--- src/hw/rtl/abi_pkg.sv ---
// shared types and constants of the axi burst and id issuer
package abi_pkg;

    localparam int ADDR_W      = 48;
    localparam int LINE_BYTES  = 64;
    localparam int BEAT_LOG2   = 6;
    // beat number of a 49-bit byte address
    localparam int BEAT_ADDR_W = ADDR_W + 1 - BEAT_LOG2;
    localparam int Q_DEPTH     = 2;

    localparam logic [2:0] CFG_MAX_OUT   = 3'd0;
    localparam logic [2:0] CFG_MMIO_BASE = 3'd1;
    localparam logic [2:0] CFG_MMIO_LAST = 3'd2;
    localparam logic [2:0] CFG_SCR_BASE  = 3'd3;
    localparam logic [2:0] CFG_SCR_SIZE  = 3'd4;
    localparam logic [2:0] CFG_SCR_BURST = 3'd5;

    typedef enum logic [2:0] {
        ST_ISSUED   = 3'd0,
        ST_BYPASS   = 3'd1,
        ST_STALLED  = 3'd2,
        ST_DONE     = 3'd3,
        ST_BAD_SIZE = 3'd4
    } status_t;

    typedef enum logic [1:0] {
        K_REQ      = 2'd0,
        K_BYPASS   = 2'd1,
        K_BAD_SIZE = 2'd2,
        K_DONE     = 2'd3
    } kind_t;

    typedef enum logic {
        BK_LOOK   = 1'b0,
        BK_DECIDE = 1'b1
    } back_state_t;

    typedef struct packed {
        logic [4:0]        id_limit;
        logic [ADDR_W-1:0] mmio_base;
        logic [ADDR_W-1:0] mmio_last;
        logic [ADDR_W-1:0] scratch_base;
        logic [24:0]       scratch_size;
        logic [14:0]       scratch_burst_bytes;
    } cfg_t;

    typedef struct packed {
        logic              op;
        logic [ADDR_W-1:0] addr;
        logic [6:0]        size;
        logic              is_read;
        logic              unmapped;
        logic [15:0]       dest_id;
        logic [3:0]        done_id;
    } in_item_t;

    typedef struct packed {
        logic [2:0]        status;
        logic [ADDR_W-1:0] burst_addr;
        logic [3:0]        axi_id;
        logic [2:0]        axi_size;
        logic [7:0]        axi_len;
        logic              is_mmio;
        logic              retry_request;
    } out_item_t;

    // classified word handed from the front end to the back end
    typedef struct packed {
        kind_t             kind;
        logic [15:0]       dest_id;
        logic [3:0]        done_id;
        logic [ADDR_W-1:0] burst_addr;
        logic [2:0]        axi_size;
        logic [7:0]        axi_len;
        logic              is_mmio;
    } work_t;

endpackage

--- src/hw/rtl/abi_front.sv ---
// front end: address arithmetic and classification of each word
module abi_front (
    input  logic               aclk,
    input  logic               aresetn,
    input  abi_pkg::cfg_t      cfg,
    input  logic               s_valid,
    output logic               s_ready,
    input  abi_pkg::in_item_t  s_data,
    output logic               q_valid,
    input  logic               q_ready,
    output abi_pkg::work_t     q_data
);

    typedef struct packed {
        abi_pkg::in_item_t                   item;
        logic [abi_pkg::ADDR_W:0]            last_b;
        logic [abi_pkg::BEAT_ADDR_W-1:0]     end_beat;
        logic [abi_pkg::BEAT_ADDR_W-1:0]     bend_beat;
        logic [abi_pkg::ADDR_W:0]            limit;
        logic [abi_pkg::ADDR_W:0]            wlast;
    } sums_t;

    typedef struct packed {
        abi_pkg::kind_t                      kind;
        logic [15:0]                         dest_id;
        logic [3:0]                          done_id;
        logic [abi_pkg::ADDR_W-1:0]          addr;
        logic                                size_zero;
        logic                                mmio;
        logic [2:0]                          lg;
        logic                                ext;
        logic                                lim_lt_bend;
        logic [abi_pkg::BEAT_ADDR_W-1:0]     limit_beat;
        logic [abi_pkg::BEAT_ADDR_W-1:0]     bend_beat;
        logic [abi_pkg::BEAT_ADDR_W-1:0]     end_beat;
    } flags_t;

    localparam logic [abi_pkg::ADDR_W:0] ONE_X = (abi_pkg::ADDR_W+1)'(1);

    function automatic logic [2:0] size_log2(input logic [6:0] size);
        logic [2:0] r;
        r = 3'd0;
        for (int i = 0; i < 7; i++) begin
            if (size[i]) begin
                r = 3'(i);
            end
        end
        return r;
    endfunction

    logic              f1_valid_reg, f1_valid_next;
    abi_pkg::in_item_t f1_reg;
    logic              f2_valid_reg, f2_valid_next;
    sums_t             f2_reg, sums_next;
    logic              f3_valid_reg, f3_valid_next;
    flags_t            f3_reg, flags_next;
    logic              f1_free, f2_free, f3_free;

    assign f3_free = !f3_valid_reg || q_ready;
    assign f2_free = !f2_valid_reg || f3_free;
    assign f1_free = !f1_valid_reg || f2_free;
    assign s_ready = f1_free;
    assign q_valid = f3_valid_reg;

    assign f1_valid_next = f1_free ? s_valid : f1_valid_reg;
    assign f2_valid_next = f2_free ? f1_valid_reg : f2_valid_reg;
    assign f3_valid_next = f3_free ? f2_valid_reg : f3_valid_reg;

    // first step: the sums
    logic [abi_pkg::ADDR_W:0] addr_x, size_x, end_sum, sbase_x;
    logic [14:0]              bb_min;
    logic [15:0]              bb_sum;

    always_comb begin
        addr_x  = {1'b0, f1_reg.addr};
        size_x  = (abi_pkg::ADDR_W+1)'(f1_reg.size);
        sbase_x = {1'b0, cfg.scratch_base};
        end_sum = addr_x + size_x + (abi_pkg::ADDR_W+1)'(abi_pkg::LINE_BYTES - 1);
        bb_min  = (cfg.scratch_burst_bytes < 15'(abi_pkg::LINE_BYTES))
                  ? 15'(abi_pkg::LINE_BYTES) : cfg.scratch_burst_bytes;
        bb_sum  = {1'b0, bb_min} + 16'(abi_pkg::LINE_BYTES - 1);

        sums_next.item      = f1_reg;
        sums_next.last_b    = addr_x + size_x - ONE_X;
        sums_next.end_beat  = end_sum[abi_pkg::ADDR_W:abi_pkg::BEAT_LOG2];
        sums_next.bend_beat = {1'b0, f1_reg.addr[abi_pkg::ADDR_W-1:abi_pkg::BEAT_LOG2]}
                              + abi_pkg::BEAT_ADDR_W'(bb_sum[15:abi_pkg::BEAT_LOG2]);
        sums_next.limit     = sbase_x + (abi_pkg::ADDR_W+1)'(cfg.scratch_size);
        sums_next.wlast     = sbase_x + (abi_pkg::ADDR_W+1)'(cfg.scratch_size) - ONE_X;
    end

    // second step: window compares
    logic                     size_zero, win_ok, mmio, bad, touch, lim_lt_bend;
    logic [abi_pkg::ADDR_W:0] end_b, bend_b;

    always_comb begin
        size_zero   = (f2_reg.item.size == 7'd0);
        win_ok      = (cfg.mmio_last >= cfg.mmio_base);
        mmio        = !size_zero && win_ok && !f2_reg.last_b[abi_pkg::ADDR_W]
                      && (f2_reg.item.addr >= cfg.mmio_base)
                      && (f2_reg.last_b[abi_pkg::ADDR_W-1:0] <= cfg.mmio_last);
        bad         = (f2_reg.item.size > 7'(abi_pkg::LINE_BYTES))
                      || ((f2_reg.item.size & (f2_reg.item.size - 7'd1)) != 7'd0);
        touch       = (cfg.scratch_size != 25'd0) && !size_zero
                      && ({1'b0, f2_reg.item.addr} <= f2_reg.wlast)
                      && (f2_reg.last_b >= {1'b0, cfg.scratch_base});
        end_b       = {f2_reg.end_beat, {abi_pkg::BEAT_LOG2{1'b0}}};
        bend_b      = {f2_reg.bend_beat, {abi_pkg::BEAT_LOG2{1'b0}}};
        lim_lt_bend = (f2_reg.limit < bend_b);

        flags_next.kind        = f2_reg.item.op ? abi_pkg::K_DONE
                               : f2_reg.item.unmapped ? abi_pkg::K_BYPASS
                               : (mmio && bad) ? abi_pkg::K_BAD_SIZE
                               : abi_pkg::K_REQ;
        flags_next.dest_id     = f2_reg.item.dest_id;
        flags_next.done_id     = f2_reg.item.done_id;
        flags_next.addr        = f2_reg.item.addr;
        flags_next.size_zero   = size_zero;
        flags_next.mmio        = mmio;
        flags_next.lg          = size_log2(f2_reg.item.size);
        // scratch read reaches past the natural end of the access
        flags_next.ext         = f2_reg.item.is_read && touch
                                 && (lim_lt_bend ? (f2_reg.limit > end_b) : (bend_b > end_b));
        flags_next.lim_lt_bend = lim_lt_bend;
        flags_next.limit_beat  = f2_reg.limit[abi_pkg::ADDR_W:abi_pkg::BEAT_LOG2];
        flags_next.bend_beat   = f2_reg.bend_beat;
        flags_next.end_beat    = f2_reg.end_beat;
    end

    // third step: beat count
    logic [abi_pkg::BEAT_ADDR_W-1:0] eff_beat, span;
    logic [7:0]                      len;

    always_comb begin
        eff_beat = !f3_reg.ext ? f3_reg.end_beat
                 : (f3_reg.lim_lt_bend ? f3_reg.limit_beat : f3_reg.bend_beat);
        span     = eff_beat
                   - {1'b0, f3_reg.addr[abi_pkg::ADDR_W-1:abi_pkg::BEAT_LOG2]}
                   - abi_pkg::BEAT_ADDR_W'(1);
        if (f3_reg.size_zero) begin
            len = 8'd0;
        end else if (|span[abi_pkg::BEAT_ADDR_W-1:8]) begin
            len = 8'hFF;
        end else begin
            len = span[7:0];
        end

        q_data.kind       = f3_reg.kind;
        q_data.dest_id    = f3_reg.dest_id;
        q_data.done_id    = f3_reg.done_id;
        q_data.is_mmio    = f3_reg.mmio;
        q_data.burst_addr = f3_reg.mmio ? f3_reg.addr
                          : {f3_reg.addr[abi_pkg::ADDR_W-1:abi_pkg::BEAT_LOG2],
                             {abi_pkg::BEAT_LOG2{1'b0}}};
        q_data.axi_size   = f3_reg.mmio ? f3_reg.lg : 3'(abi_pkg::BEAT_LOG2);
        q_data.axi_len    = f3_reg.mmio ? 8'd0 : len;
    end

    always_ff @(posedge aclk) begin
        if (!aresetn) begin
            f1_valid_reg <= 1'b0;
            f2_valid_reg <= 1'b0;
            f3_valid_reg <= 1'b0;
        end else begin
            f1_valid_reg <= f1_valid_next;
            f2_valid_reg <= f2_valid_next;
            f3_valid_reg <= f3_valid_next;
        end
    end

    always_ff @(posedge aclk) begin
        if (f1_free) begin
            f1_reg <= s_data;
        end
        if (f2_free) begin
            f2_reg <= sums_next;
        end
        if (f3_free) begin
            f3_reg <= flags_next;
        end
    end

endmodule

--- src/hw/rtl/abi_queue.sv ---
// short queue of classified words between front and back end
module abi_queue (
    input  logic            aclk,
    input  logic            aresetn,
    input  logic            in_valid,
    output logic            in_ready,
    input  abi_pkg::work_t  in_data,
    output logic            out_valid,
    input  logic            out_ready,
    output abi_pkg::work_t  out_data
);

    localparam int PTR_W = (abi_pkg::Q_DEPTH > 1) ? $clog2(abi_pkg::Q_DEPTH) : 1;
    localparam int CNT_W = $clog2(abi_pkg::Q_DEPTH + 1);

    abi_pkg::work_t   store_reg [abi_pkg::Q_DEPTH];
    logic [PTR_W-1:0] wr_ptr_reg, wr_ptr_next, rd_ptr_reg, rd_ptr_next;
    logic [CNT_W-1:0] count_reg, count_next;
    logic             push, pop;

    assign in_ready  = (count_reg != CNT_W'(abi_pkg::Q_DEPTH));
    assign out_valid = (count_reg != '0);
    assign out_data  = store_reg[rd_ptr_reg];
    assign push      = in_valid && in_ready;
    assign pop       = out_valid && out_ready;

    always_comb begin
        wr_ptr_next = wr_ptr_reg;
        rd_ptr_next = rd_ptr_reg;
        count_next  = count_reg;
        if (push) begin
            wr_ptr_next = (wr_ptr_reg == PTR_W'(abi_pkg::Q_DEPTH - 1))
                          ? '0 : wr_ptr_reg + PTR_W'(1);
        end
        if (pop) begin
            rd_ptr_next = (rd_ptr_reg == PTR_W'(abi_pkg::Q_DEPTH - 1))
                          ? '0 : rd_ptr_reg + PTR_W'(1);
        end
        if (push && !pop) begin
            count_next = count_reg + CNT_W'(1);
        end else if (pop && !push) begin
            count_next = count_reg - CNT_W'(1);
        end
    end

    always_ff @(posedge aclk) begin
        if (!aresetn) begin
            wr_ptr_reg <= '0;
            rd_ptr_reg <= '0;
            count_reg  <= '0;
        end else begin
            wr_ptr_reg <= wr_ptr_next;
            rd_ptr_reg <= rd_ptr_next;
            count_reg  <= count_next;
        end
    end

    always_ff @(posedge aclk) begin
        if (push) begin
            store_reg[wr_ptr_reg] <= in_data;
        end
    end

`ifndef ASSERT_OFF
    a_count_in_range: assert property (@(posedge aclk) disable iff (!aresetn)
        count_reg <= CNT_W'(abi_pkg::Q_DEPTH))
        else $error("queue fill count beyond depth");
`endif

endmodule

--- src/hw/rtl/abi_back.sv ---
// back end: per-destination id binding, outstanding counts, result register
module abi_back #(
    parameter int ID_COUNT = 16
) (
    input  logic               aclk,
    input  logic               aresetn,
    input  logic [4:0]         max_out,
    input  logic               q_valid,
    output logic               q_ready,
    input  abi_pkg::work_t     q_data,
    output logic               m_valid,
    input  logic               m_ready,
    output abi_pkg::out_item_t m_data
);

    localparam int IDX_W = (ID_COUNT > 1) ? $clog2(ID_COUNT) : 1;

    function automatic logic [IDX_W-1:0] lowest(input logic [ID_COUNT-1:0] v);
        logic [IDX_W-1:0] r;
        r = '0;
        for (int i = ID_COUNT - 1; i >= 0; i--) begin
            if (v[i]) begin
                r = IDX_W'(i);
            end
        end
        return r;
    endfunction

    abi_pkg::back_state_t state_reg, state_next;
    abi_pkg::work_t       work_reg;
    logic [ID_COUNT-1:0]  match_reg, match_next, free_reg, free_next;
    logic [ID_COUNT-1:0]  bound_reg, bound_next;
    logic [7:0]           count_reg [ID_COUNT];
    logic [15:0]          dest_reg [ID_COUNT];
    logic                 out_valid_reg, out_valid_next;
    abi_pkg::out_item_t   out_reg, result;

    logic             pop, commit;
    logic             found, has_free, done_ok, stall, act, retry;
    logic [IDX_W-1:0] idx;
    logic [7:0]       cur_cnt;
    logic             cur_bound;
    logic             cnt_we, bind_set, bind_clr;
    logic [7:0]       cnt_wdata;

    assign q_ready = pop;
    assign m_valid = out_valid_reg;
    assign m_data  = out_reg;

    // lookup: compare the destination against every bound entry
    always_comb begin
        for (int i = 0; i < ID_COUNT; i++) begin
            match_next[i] = bound_reg[i] && (dest_reg[i] == q_data.dest_id);
            free_next[i]  = !bound_reg[i] && (32'(i) < 32'(max_out));
        end
    end

    always_comb begin
        found     = |match_reg;
        has_free  = |free_reg;
        done_ok   = (32'(work_reg.done_id) < 32'(ID_COUNT));
        if (work_reg.kind == abi_pkg::K_DONE) begin
            idx = IDX_W'(work_reg.done_id);
        end else if (found) begin
            idx = lowest(match_reg);
        end else begin
            idx = lowest(free_reg);
        end
        cur_cnt   = count_reg[idx];
        cur_bound = bound_reg[idx];
        stall     = found ? (cur_cnt == 8'hFF) : !has_free;
        act       = done_ok && cur_bound && (cur_cnt != 8'd0);
        retry     = act && (cur_cnt == 8'd1);
    end

    always_comb begin
        result = '0;
        unique case (work_reg.kind)
            abi_pkg::K_DONE: begin
                result.status        = abi_pkg::ST_DONE;
                result.axi_id        = work_reg.done_id;
                result.retry_request = retry;
            end
            abi_pkg::K_BYPASS: begin
                result.status = abi_pkg::ST_BYPASS;
            end
            abi_pkg::K_BAD_SIZE: begin
                result.status  = abi_pkg::ST_BAD_SIZE;
                result.is_mmio = 1'b1;
            end
            abi_pkg::K_REQ: begin
                if (stall) begin
                    result.status = abi_pkg::ST_STALLED;
                end else begin
                    result.status     = abi_pkg::ST_ISSUED;
                    result.burst_addr = work_reg.burst_addr;
                    result.axi_id     = 4'(idx);
                    result.axi_size   = work_reg.axi_size;
                    result.axi_len    = work_reg.axi_len;
                    result.is_mmio    = work_reg.is_mmio;
                end
            end
            default: begin
                result = '0;
            end
        endcase
    end

    // table updates at the commit of a word
    always_comb begin
        cnt_we    = 1'b0;
        cnt_wdata = cur_cnt;
        bind_set  = 1'b0;
        bind_clr  = 1'b0;
        if (commit) begin
            if (work_reg.kind == abi_pkg::K_REQ && !stall) begin
                cnt_we    = 1'b1;
                cnt_wdata = found ? cur_cnt + 8'd1 : 8'd1;
                bind_set  = !found;
            end else if (work_reg.kind == abi_pkg::K_DONE && act) begin
                cnt_we    = 1'b1;
                cnt_wdata = cur_cnt - 8'd1;
                bind_clr  = retry && (max_out == 5'd1);
            end
        end
    end

    always_comb begin
        bound_next = bound_reg;
        if (bind_set) begin
            bound_next[idx] = 1'b1;
        end
        if (bind_clr) begin
            bound_next[idx] = 1'b0;
        end
    end

    // next state
    always_comb begin
        state_next = state_reg;
        unique case (state_reg)
            abi_pkg::BK_LOOK: begin
                if (q_valid) begin
                    state_next = abi_pkg::BK_DECIDE;
                end
            end
            abi_pkg::BK_DECIDE: begin
                if (commit) begin
                    state_next = abi_pkg::BK_LOOK;
                end
            end
            default: begin
                state_next = abi_pkg::BK_LOOK;
            end
        endcase
    end

    // state outputs
    always_comb begin
        pop    = 1'b0;
        commit = 1'b0;
        unique case (state_reg)
            abi_pkg::BK_LOOK: begin
                pop = q_valid;
            end
            abi_pkg::BK_DECIDE: begin
                commit = !out_valid_reg || m_ready;
            end
            default: begin
                pop    = 1'b0;
                commit = 1'b0;
            end
        endcase
    end

    assign out_valid_next = commit ? 1'b1 : (m_ready ? 1'b0 : out_valid_reg);

    always_ff @(posedge aclk) begin
        if (!aresetn) begin
            state_reg     <= abi_pkg::BK_LOOK;
            bound_reg     <= '0;
            out_valid_reg <= 1'b0;
            for (int i = 0; i < ID_COUNT; i++) begin
                count_reg[i] <= 8'd0;
            end
        end else begin
            state_reg     <= state_next;
            bound_reg     <= bound_next;
            out_valid_reg <= out_valid_next;
            if (cnt_we) begin
                count_reg[idx] <= cnt_wdata;
            end
        end
    end

    always_ff @(posedge aclk) begin
        if (pop) begin
            work_reg  <= q_data;
            match_reg <= match_next;
            free_reg  <= free_next;
        end
        if (bind_set) begin
            dest_reg[idx] <= work_reg.dest_id;
        end
        if (commit) begin
            out_reg <= result;
        end
    end

`ifndef ASSERT_OFF
    a_retry_only_on_done: assert property (@(posedge aclk) disable iff (!aresetn)
        (out_valid_reg && out_reg.retry_request) |-> (out_reg.status == abi_pkg::ST_DONE))
        else $error("retry raised on a non-completion word");

    a_issued_id_bound: assert property (@(posedge aclk) disable iff (!aresetn)
        (commit && (result.status == abi_pkg::ST_ISSUED)) |=> bound_reg[$past(idx)])
        else $error("issued id not bound after commit");

    a_stall_keeps_binding: assert property (@(posedge aclk) disable iff (!aresetn)
        (commit && (result.status == abi_pkg::ST_STALLED)) |=> (bound_reg == $past(bound_reg)))
        else $error("stalled request changed id bindings");
`endif

endmodule

--- src/hw/rtl/axi_burst_and_id_issuer_unit.sv ---
// top level of the axi burst and id issuer: configuration registers and the three parts
// an accepted word passes the three front-end steps, the queue, and the back-end
// lookup and commit; the back end takes no new word until it has committed the last
// one, and a commit waits while an unaccepted result still holds m_valid
// reset: synchronous, active low; registers return to their reset values and all
// id bindings and counts clear at once, so no clearing pass is needed
module axi_burst_and_id_issuer_unit #(
    parameter int ID_COUNT = 16
) (
    input  logic                        aclk,
    input  logic                        aresetn,
    input  logic                        s_valid,
    output logic                        s_ready,
    input  abi_pkg::in_item_t           s_data,
    output logic                        m_valid,
    input  logic                        m_ready,
    output abi_pkg::out_item_t          m_data,
    input  logic                        cfg_valid,
    output logic                        cfg_ready,
    input  logic [2:0]                  cfg_index,
    input  logic [abi_pkg::ADDR_W-1:0]  cfg_data
);

    abi_pkg::cfg_t  cfg_reg, cfg_next;
    logic           fq_valid, fq_ready, qb_valid, qb_ready;
    abi_pkg::work_t fq_data, qb_data;

    assign cfg_ready = 1'b1;

    always_comb begin
        cfg_next = cfg_reg;
        if (cfg_valid) begin
            unique case (cfg_index)
                abi_pkg::CFG_MAX_OUT:   cfg_next.id_limit            = cfg_data[4:0];
                abi_pkg::CFG_MMIO_BASE: cfg_next.mmio_base           = cfg_data;
                abi_pkg::CFG_MMIO_LAST: cfg_next.mmio_last           = cfg_data;
                abi_pkg::CFG_SCR_BASE:  cfg_next.scratch_base        = cfg_data;
                abi_pkg::CFG_SCR_SIZE:  cfg_next.scratch_size        = cfg_data[24:0];
                abi_pkg::CFG_SCR_BURST: cfg_next.scratch_burst_bytes = cfg_data[14:0];
                default:                cfg_next                     = cfg_reg;
            endcase
        end
    end

    always_ff @(posedge aclk) begin
        if (!aresetn) begin
            cfg_reg.id_limit            <= 5'd4;
            cfg_reg.mmio_base           <= '0;
            cfg_reg.mmio_last           <= '0;
            cfg_reg.scratch_base        <= '0;
            cfg_reg.scratch_size        <= '0;
            cfg_reg.scratch_burst_bytes <= 15'(abi_pkg::LINE_BYTES);
        end else begin
            cfg_reg <= cfg_next;
        end
    end

    abi_front u_front (
        .aclk    (aclk),
        .aresetn (aresetn),
        .cfg     (cfg_reg),
        .s_valid (s_valid),
        .s_ready (s_ready),
        .s_data  (s_data),
        .q_valid (fq_valid),
        .q_ready (fq_ready),
        .q_data  (fq_data)
    );

    abi_queue u_queue (
        .aclk      (aclk),
        .aresetn   (aresetn),
        .in_valid  (fq_valid),
        .in_ready  (fq_ready),
        .in_data   (fq_data),
        .out_valid (qb_valid),
        .out_ready (qb_ready),
        .out_data  (qb_data)
    );

    abi_back #(
        .ID_COUNT (ID_COUNT)
    ) u_back (
        .aclk    (aclk),
        .aresetn (aresetn),
        .max_out (cfg_reg.id_limit),
        .q_valid (qb_valid),
        .q_ready (qb_ready),
        .q_data  (qb_data),
        .m_valid (m_valid),
        .m_ready (m_ready),
        .m_data  (m_data)
    );

endmodule
--- config.mk ---
export PLATFORM = sky130hd
export DESIGN_NAME = axi_burst_and_id_issuer_unit
export DESIGN_NICKNAME = d
export VERILOG_FILES = /design/src/hw/rtl/abi_pkg.sv /design/src/hw/rtl/abi_front.sv /design/src/hw/rtl/abi_queue.sv /design/src/hw/rtl/abi_back.sv /design/src/hw/rtl/axi_burst_and_id_issuer_unit.sv
export SDC_FILE = /design/constraint.sdc
export NUM_CORES = 2
export LEC_CHECK = 0
export ABC_AREA = 1
export BUFFER_PORTS_ARGS = -buffer_cell sky130_fd_sc_hd__buf_2
export CORE_ASPECT_RATIO = 1.5
export CORE_UTILIZATION = 55
export CTS_CLUSTER_SIZE = 14
export DETAILED_ROUTE_END_ITERATION = 10
export GPL_TIMING_DRIVEN = 0
export PLACE_DENSITY = 0.72
export SKIP_LAST_GASP = 1
export SYNTH_ARGS = -nofsm -noshare
export SYNTH_HDL_FRONTEND = slang
export SYNTH_SLANG_ARGS = --single-unit
--- constraint.sdc ---
create_clock -name aclk -period 14.7 [get_ports aclk]
set_clock_uncertainty 0.05 [all_clocks]
set_input_delay 2.205 -clock aclk [delete_from_list [all_inputs] [get_ports aclk]]
set_output_delay 2.205 -clock aclk [all_outputs]
set_load 0.05 [all_outputs]
Word level (Yosys, flattened, before mapping)

Memory sizes are Yosys's and may differ from the RTL's. A register that Yosys moved wholly into a read port is not among the register bits.
Cells that the tools add are included.

Bits in registers: 991
Bits in latches: 0
Memory bits (writable): 548
ROM bits: 0
Output and inout port bits: 71
Word-level logic and storage cells: 349
Memories: 3

Memories:

| name              | depth | bits a word | read ports | clocked after Yosys merged registers in | write ports | line            | text |
|---|---|---|---|---|---|---|---|
| u_back.dest_reg   | 16    | 16          | 16         | 0                                       | 1           | abi_back.sv:34  | `logic [15:0] dest_reg [ID_COUNT];` |
| u_queue.store_reg | 2     | 82          | 1          | 1                                       | 1           | abi_queue.sv:16 | `abi_pkg::work_t store_reg [abi_pkg::Q_DEPTH];` |
| u_back.count_reg  | 16    | 8           | 1          | 0                                       | 16          | abi_back.sv:33  | `logic [7:0] count_reg [ID_COUNT];` |

$add $sub $neg: 16
Multipliers: 0
Divide/modulo/power cells: 0
Order comparisons: 28
Eq/ne operators: 28
Shift-type cells: 0
Mux-type cells: 98
Bitwise operators: 6
Reduce and logical (&&, ||, !) cells: 106

Operator list:

| kind                                                                         | count |
|---|---|
| 16-bit == test                                                               | 16 |
| 4-bit two-way mux                                                            | 35 |
| 49-bit > comparator                                                          | 2 |
| 49-bit by 1-bit subtractor with 49-bit output (second input constant)        | 2 |
| 48-bit >= comparator                                                         | 2 |
| 43-bit two-way mux                                                           | 2 |
| 8-bit two-way mux                                                            | 8 |
| 1-bit logical AND                                                            | 52 |
| 48-bit by 25-bit adder with 49-bit output                                    | 1 |
| 48-bit by 7-bit adder with 49-bit output                                     | 1 |
| 49-bit by 6-bit adder with 49-bit output (second input constant)             | 1 |
| 49-bit by 48-bit >= comparator with 1-bit output                             | 1 |
| 48-bit by 49-bit less-or-equal comparator with 1-bit output                  | 1 |
| 49-bit less-than comparator                                                  | 1 |
| 48-bit less-or-equal comparator                                              | 1 |
| 16-bit two-way mux                                                           | 3 |
| 42-bit by 10-bit adder with 43-bit output                                    | 1 |
| 43-bit by 1-bit subtractor with 43-bit output (second input constant)        | 1 |
| 43-bit by 42-bit subtractor with 43-bit output                               | 1 |
| 4-bit by 5-bit less-than comparator with 1-bit output (first input constant) | 8 |
| 35-bit OR reduction                                                          | 1 |
| 1-bit two-way mux                                                            | 32 |
| 16-bit OR reduction                                                          | 2 |
| 1-bit logical NOT                                                            | 27 |
| other kinds (49)                                                             | 80 |

Logic depth before layout (Yosys ltp)

Depth after elaboration: 30
Mapped depth: 39

Cells and area by module

Synthesis repeated with hierarchy kept, for this count alone.

Cells, all modules: 8770
Area, all modules: 82213.8 um2

Modules (own cells, without submodules):

| module                       | instances | cells an instance | area an instance (um2) |
|---|---|---|---|
| abi_front                    | 1         | 5188              | 42635.9 |
| abi_back                     | 1         | 2196              | 25497.0 |
| axi_burst_and_id_issuer_unit | 1         | 1094              | 7521.0 |
| abi_queue                    | 1         | 292               | 6560.0 |

Least setup slack after synthesis

No wires, ideal clock.

Kind: register -> register
Start: register u_queue.count_reg[1]
End: register u_front.f2_reg (netlist bit u_front.bend_b[10]) (enable)
Library setup time: 0.654 ns
Arrival time: 10.903 ns
Required time: 13.996 ns
Path slack: 3.093 ns
Stages on the path, launching flop included: 6
Buffers on the path: 0
Period minus slack after synthesis: 11.607 ns
Cell sequence: dfxtp_1 inv_1 nor3_1 inv_1 nor2_1 inv_1

Cells in the longest elaborated chain, start to end: 3

Ends and longest elaborated chain:

| what                   | line             | text |
|---|---|---|
| start, declared        | abi_queue.sv:18  | `logic [CNT_W-1:0] count_reg, count_next;` |
| start signal, assigned | abi_queue.sv:54  | `count_reg <= count_next;` |
| 2-bit inequality test  | abi_queue.sv:21  | `assign in_ready = (count_reg != CNT_W'(abi_pkg::Q_DEPTH));` |
| 1-bit logical OR       | abi_front.sv:59  | `assign f3_free = !f3_valid_reg \|\| q_ready;` |
| via u_front.f3_free    | abi_front.sv:57  | `logic f1_free, f2_free, f3_free;` |
| 1-bit logical OR       | abi_front.sv:60  | `assign f2_free = !f2_valid_reg \|\| f3_free;` |
| via u_front.f2_free    | abi_front.sv:57  |  |
| end signal, assigned   | abi_front.sv:176 | `f2_reg <= sums_next;` |
| end, declared          | abi_front.sv:54  | `sums_t f2_reg, sums_next;` |

The timed path passes the listed nets, and every way through them passes these cells.
A chain may end at the register's enable or synchronous reset.

==> out/summary.md <==
* status: finished with violations
* failing checks: max-capacitance violations, max-slew violations
* drc violations: 0
* final standard cell utilization of the core: 62.0%
* average via count per standard cell: 5.83
* clock transition time at the flip-flop clock pins of the worst setup and hold paths: 0.06 ns
* Skew-Pair Late Insertion Delay: 0.82 ns
* portion of synthesized cell area occupied by the leading cell type: 52.3%
* Pins Over Slew Limit: 2
* post-DR wirelength/cell: 25.5 um
* leading area contributor after synthesis: sky130_fd_sc_hd__edfxtp_1
* number of hold-slack violations in the final timing report: 0
* final cycle utilization of the critical path: 45.3%
* Synth Instances: 7,348
* net count of the mapped netlist: 7,946
* width of the chip: 306 um
* Net Switching: 4.92 mW
* share of cells above drive strength 1: 9.07%
* dominant cells by area after synthesis: sky130_fd_sc_hd__edfxtp_1 (52%), sky130_fd_sc_hd__ha_1 (7.6%), sky130_fd_sc_hd__nand2_1 (6.2%), sky130_fd_sc_hd__dfxtp_1 (5.7%), sky130_fd_sc_hd__inv_1 (4.4%)
* largest driver fanout on the critical path: 10
* overall routed net length: 245,000 um
* power density normalized to cell area: 159 mW/mm^2
* number of H-tree branching levels: 4
* area delta synth->final: 11.5%
* Cell Rows: 166
* cells resized by post-CTS repair: 0
* flop and latch count out of synthesis: 1,540
* most numerous cell types in the synthesized netlist: sky130_fd_sc_hd__edfxtp_1 (1,325), sky130_fd_sc_hd__nand2_1 (1,250), sky130_fd_sc_hd__inv_1 (888)
* RSZ-0062 raised after global routing: no
* sequential cell area fraction in the yosys report: 57.9%
* internal cell power: 8.56 mW
* Routability Congestion: 1.01
* worst hold margin: 0.366 ns
* largest net degree at the start of global routing: 130
* I/O Buffers: 202
* maximum vdd drop: 0.143 mV
* CTS Buf Count: 148
* average instance area after synthesis: 10.4 um^2
* sum of overflow across all layers after global routing: 0
* data required time at the worst endpoint: 15.17 ns
* global-route wire length before repair: 352,000 um
* EDFF count, synth: 1,325
* vias in the first global route: 55,300
* arrival time worst endpoint: 7.13 ns
* flip-flop count of the largest register after layout: 256
* Num Clock Sinks: 1,540
* combinational fraction of design power: 28.3%
* Std-Cell Core Area: 0.137 mm^2
* Post-layout nets: 8,334
* io pins: 205
* die outline area: 0.140 mm^2
* share of flip-flops with an asynchronous set or reset: 0%
* maximum number of buffers from clock root to sink: 3
* initial cell density of the core: 55.6%
* critical path startpoint category: register
* leak pwr: 34.5 nW
* top flip-flop cell by instance count after synthesis: sky130_fd_sc_hd__edfxtp_1
* count of nets left with antenna violations after detail routing: 0
* vias: 56,100
* Synth cell types: 77
* Synth Warn #: 0
* router iterations before antenna repair: 8
* filler cell count in the final layout: 11,100
* highest achievable clock rate: 0.150 GHz
* most repeated cell in the gate-level netlist after synthesis: sky130_fd_sc_hd__edfxtp_1
* number of failing setup endpoints in the final timing report: 0
* TritonCTS clock tree: yes
* kind of critical path: register to register
* number of buffers added to fix hold violations after cts: 0
* Max-cap violations: 1
* height of the die: 458 um
* slew of the pin with the lowest slew margin: 1.55 ns
* clock period minus worst slack: 6.66 ns
* number of buffers inserted to repair setup after CTS: 0
* Initial DRC Count: 5,040
* Clk pwr share: 28.5%
* kind of end point of the critical path: register
* half-perimeter wire length after detailed placement: 192,000 um
* share of total power consumed by net switching: 36.5%
* class of the tightest hold or removal check: register to register
* total standard cell area after synthesis: 0.0761 mm^2
* global routing usage summed across all routing layers: 35.1%
* worst slew slack as a fraction of its limit: -6.07%
* Sequential Power Share: 43.2%
* number of antenna violations at the first check in global routing: 11
* CTS Root Buffer Type: sky130_fd_sc_hd__clkbuf_16
stage by stage:
stage	instance area (um^2)	setup TNS, ns	worst slack [ns]	power, mW	std cells
floorplan	76100	0	3.09	8.17	7348
global placement	79300	-373.52	-1.27	9.59	9314
detailed placement	80000	0	8.07	9.64	9349
CTS	84800	0	8.05	13.4	9612
global route	84800	0	7.48	14.0	9615
finish	84800	0	8.04	13.5	9620
final cells by class:
type | count | area (um^2) | share of cell area, %
clock inverter | 69 | 788 | 0.929
clock buffer | 194 | 4040 | 4.76
antenna | 7 | 17.5 | 0.0206
timing repair buffer | 238 | 1530 | 1.81
buffer | 186 | 825 | 0.972
multi-input combinational | 4711 | 27900 | 32.9
tap | 1764 | 2210 | 2.60
inverter | 911 | 3440 | 4.05
sequential | 1540 | 44100 | 52.0
placed cells by master, fill, tap and decap left out, types with 95 or more instances in the layout:
cell,instances
sky130_fd_sc_hd__clkbuf_16,152
sky130_fd_sc_hd__a21oi_1,463
sky130_fd_sc_hd__buf_2,225
sky130_fd_sc_hd__ha_1,460
sky130_fd_sc_hd__nor2_1,733
sky130_fd_sc_hd__edfxtp_1,1325
sky130_fd_sc_hd__inv_1,886
sky130_fd_sc_hd__nand2_1,1249
sky130_fd_sc_hd__nand4_1,97
sky130_fd_sc_hd__dfxtp_1,215
sky130_fd_sc_hd__clkbuf_1,166
sky130_fd_sc_hd__o21ai_0,360
sky130_fd_sc_hd__xnor2_1,95
sky130_fd_sc_hd__nand3_1,290
sky130_fd_sc_hd__xor2_1,244
critical path, stage by stage, from the launching register on:
cell	delay [ns]
sky130_fd_sc_hd__edfxtp_1	0.31
sky130_fd_sc_hd__clkbuf_1	0.56
sky130_fd_sc_hd__clkinv_1	0.63
sky130_fd_sc_hd__clkbuf_1	0.41
sky130_fd_sc_hd__nand2_1	0.13
sky130_fd_sc_hd__a31oi_1	0.09
sky130_fd_sc_hd__ha_1	0.30
sky130_fd_sc_hd__fa_1	0.44
sky130_fd_sc_hd__nand3_1	0.10
sky130_fd_sc_hd__nand3_1	0.10
sky130_fd_sc_hd__a21oi_1	0.21
sky130_fd_sc_hd__inv_1	0.11
sky130_fd_sc_hd__nand2_1	0.07
sky130_fd_sc_hd__nand2_1	0.05
sky130_fd_sc_hd__a21oi_1	0.20
sky130_fd_sc_hd__o21ai_0	0.23
sky130_fd_sc_hd__a21oi_1	0.34
sky130_fd_sc_hd__o21ai_0	0.20
sky130_fd_sc_hd__nand4_1	0.11
sky130_fd_sc_hd__nand2_1	0.14
sky130_fd_sc_hd__xnor2_1	0.17
sky130_fd_sc_hd__nand3_1	0.10
sky130_fd_sc_hd__nor3_1	0.17
sky130_fd_sc_hd__nand4_1	0.16
sky130_fd_sc_hd__nor2_1	0.64
sky130_fd_sc_hd__nand4_1	0.18
sky130_fd_sc_hd__nand2_1	0.11
sky130_fd_sc_hd__nor2_1	0.06
final timing paths:
check | start | to | slack [ns] | depth (start not counted)
setup reg to reg | u_front.f3_reg[129] | u_queue.store_reg[0][2] | 8.04 | 27
hold / removal | u_front.f2_reg[234] | u_front.q_data[61] | 0.37 | 0
setup / recovery | u_front.f3_reg[129] | u_queue.store_reg[0][2] | 8.04 | 27
hold reg to reg | u_front.f2_reg[234] | u_front.q_data[61] | 0.37 | 0
power by group through the flow:
stage | clock network (mW) | logic, mW | registers, mW
3_5_place_dp | 0 | 3.75 | 5.89
6_report | 3.84 | 3.82 | 5.82
2_1_floorplan | 0 | 2.27 | 5.90
4_1_cts | 3.87 | 3.78 | 5.80
5_1_grt | 4.03 | 4.12 | 5.83
3_3_place_gp | 0 | 3.62 | 5.97
logic make-up after synthesis:
kind of cell | share of synthesized area, %
AO/OA/AOI/OAI | 8.76
XOR/XNOR | 4.18
adder cells (fa/ha/maj) | 7.67
buffers and inverters | 5.58
flip-flops | 57.9
other | 0.00493
AND/OR/NAND/NOR | 15.9
layer usage:
layer / up-vias / part of all wire [%] / track usage, %
met5: - / 0.012 / 0
met1: 26700 / 33 / 35.4
met4: 4 / 11 / 33.1
met2: 2371 / 50 / 62.0
met3: 856 / 6.1 / 4.89
li1: 26200 / - / -
(Power assumes the default switching activity.)
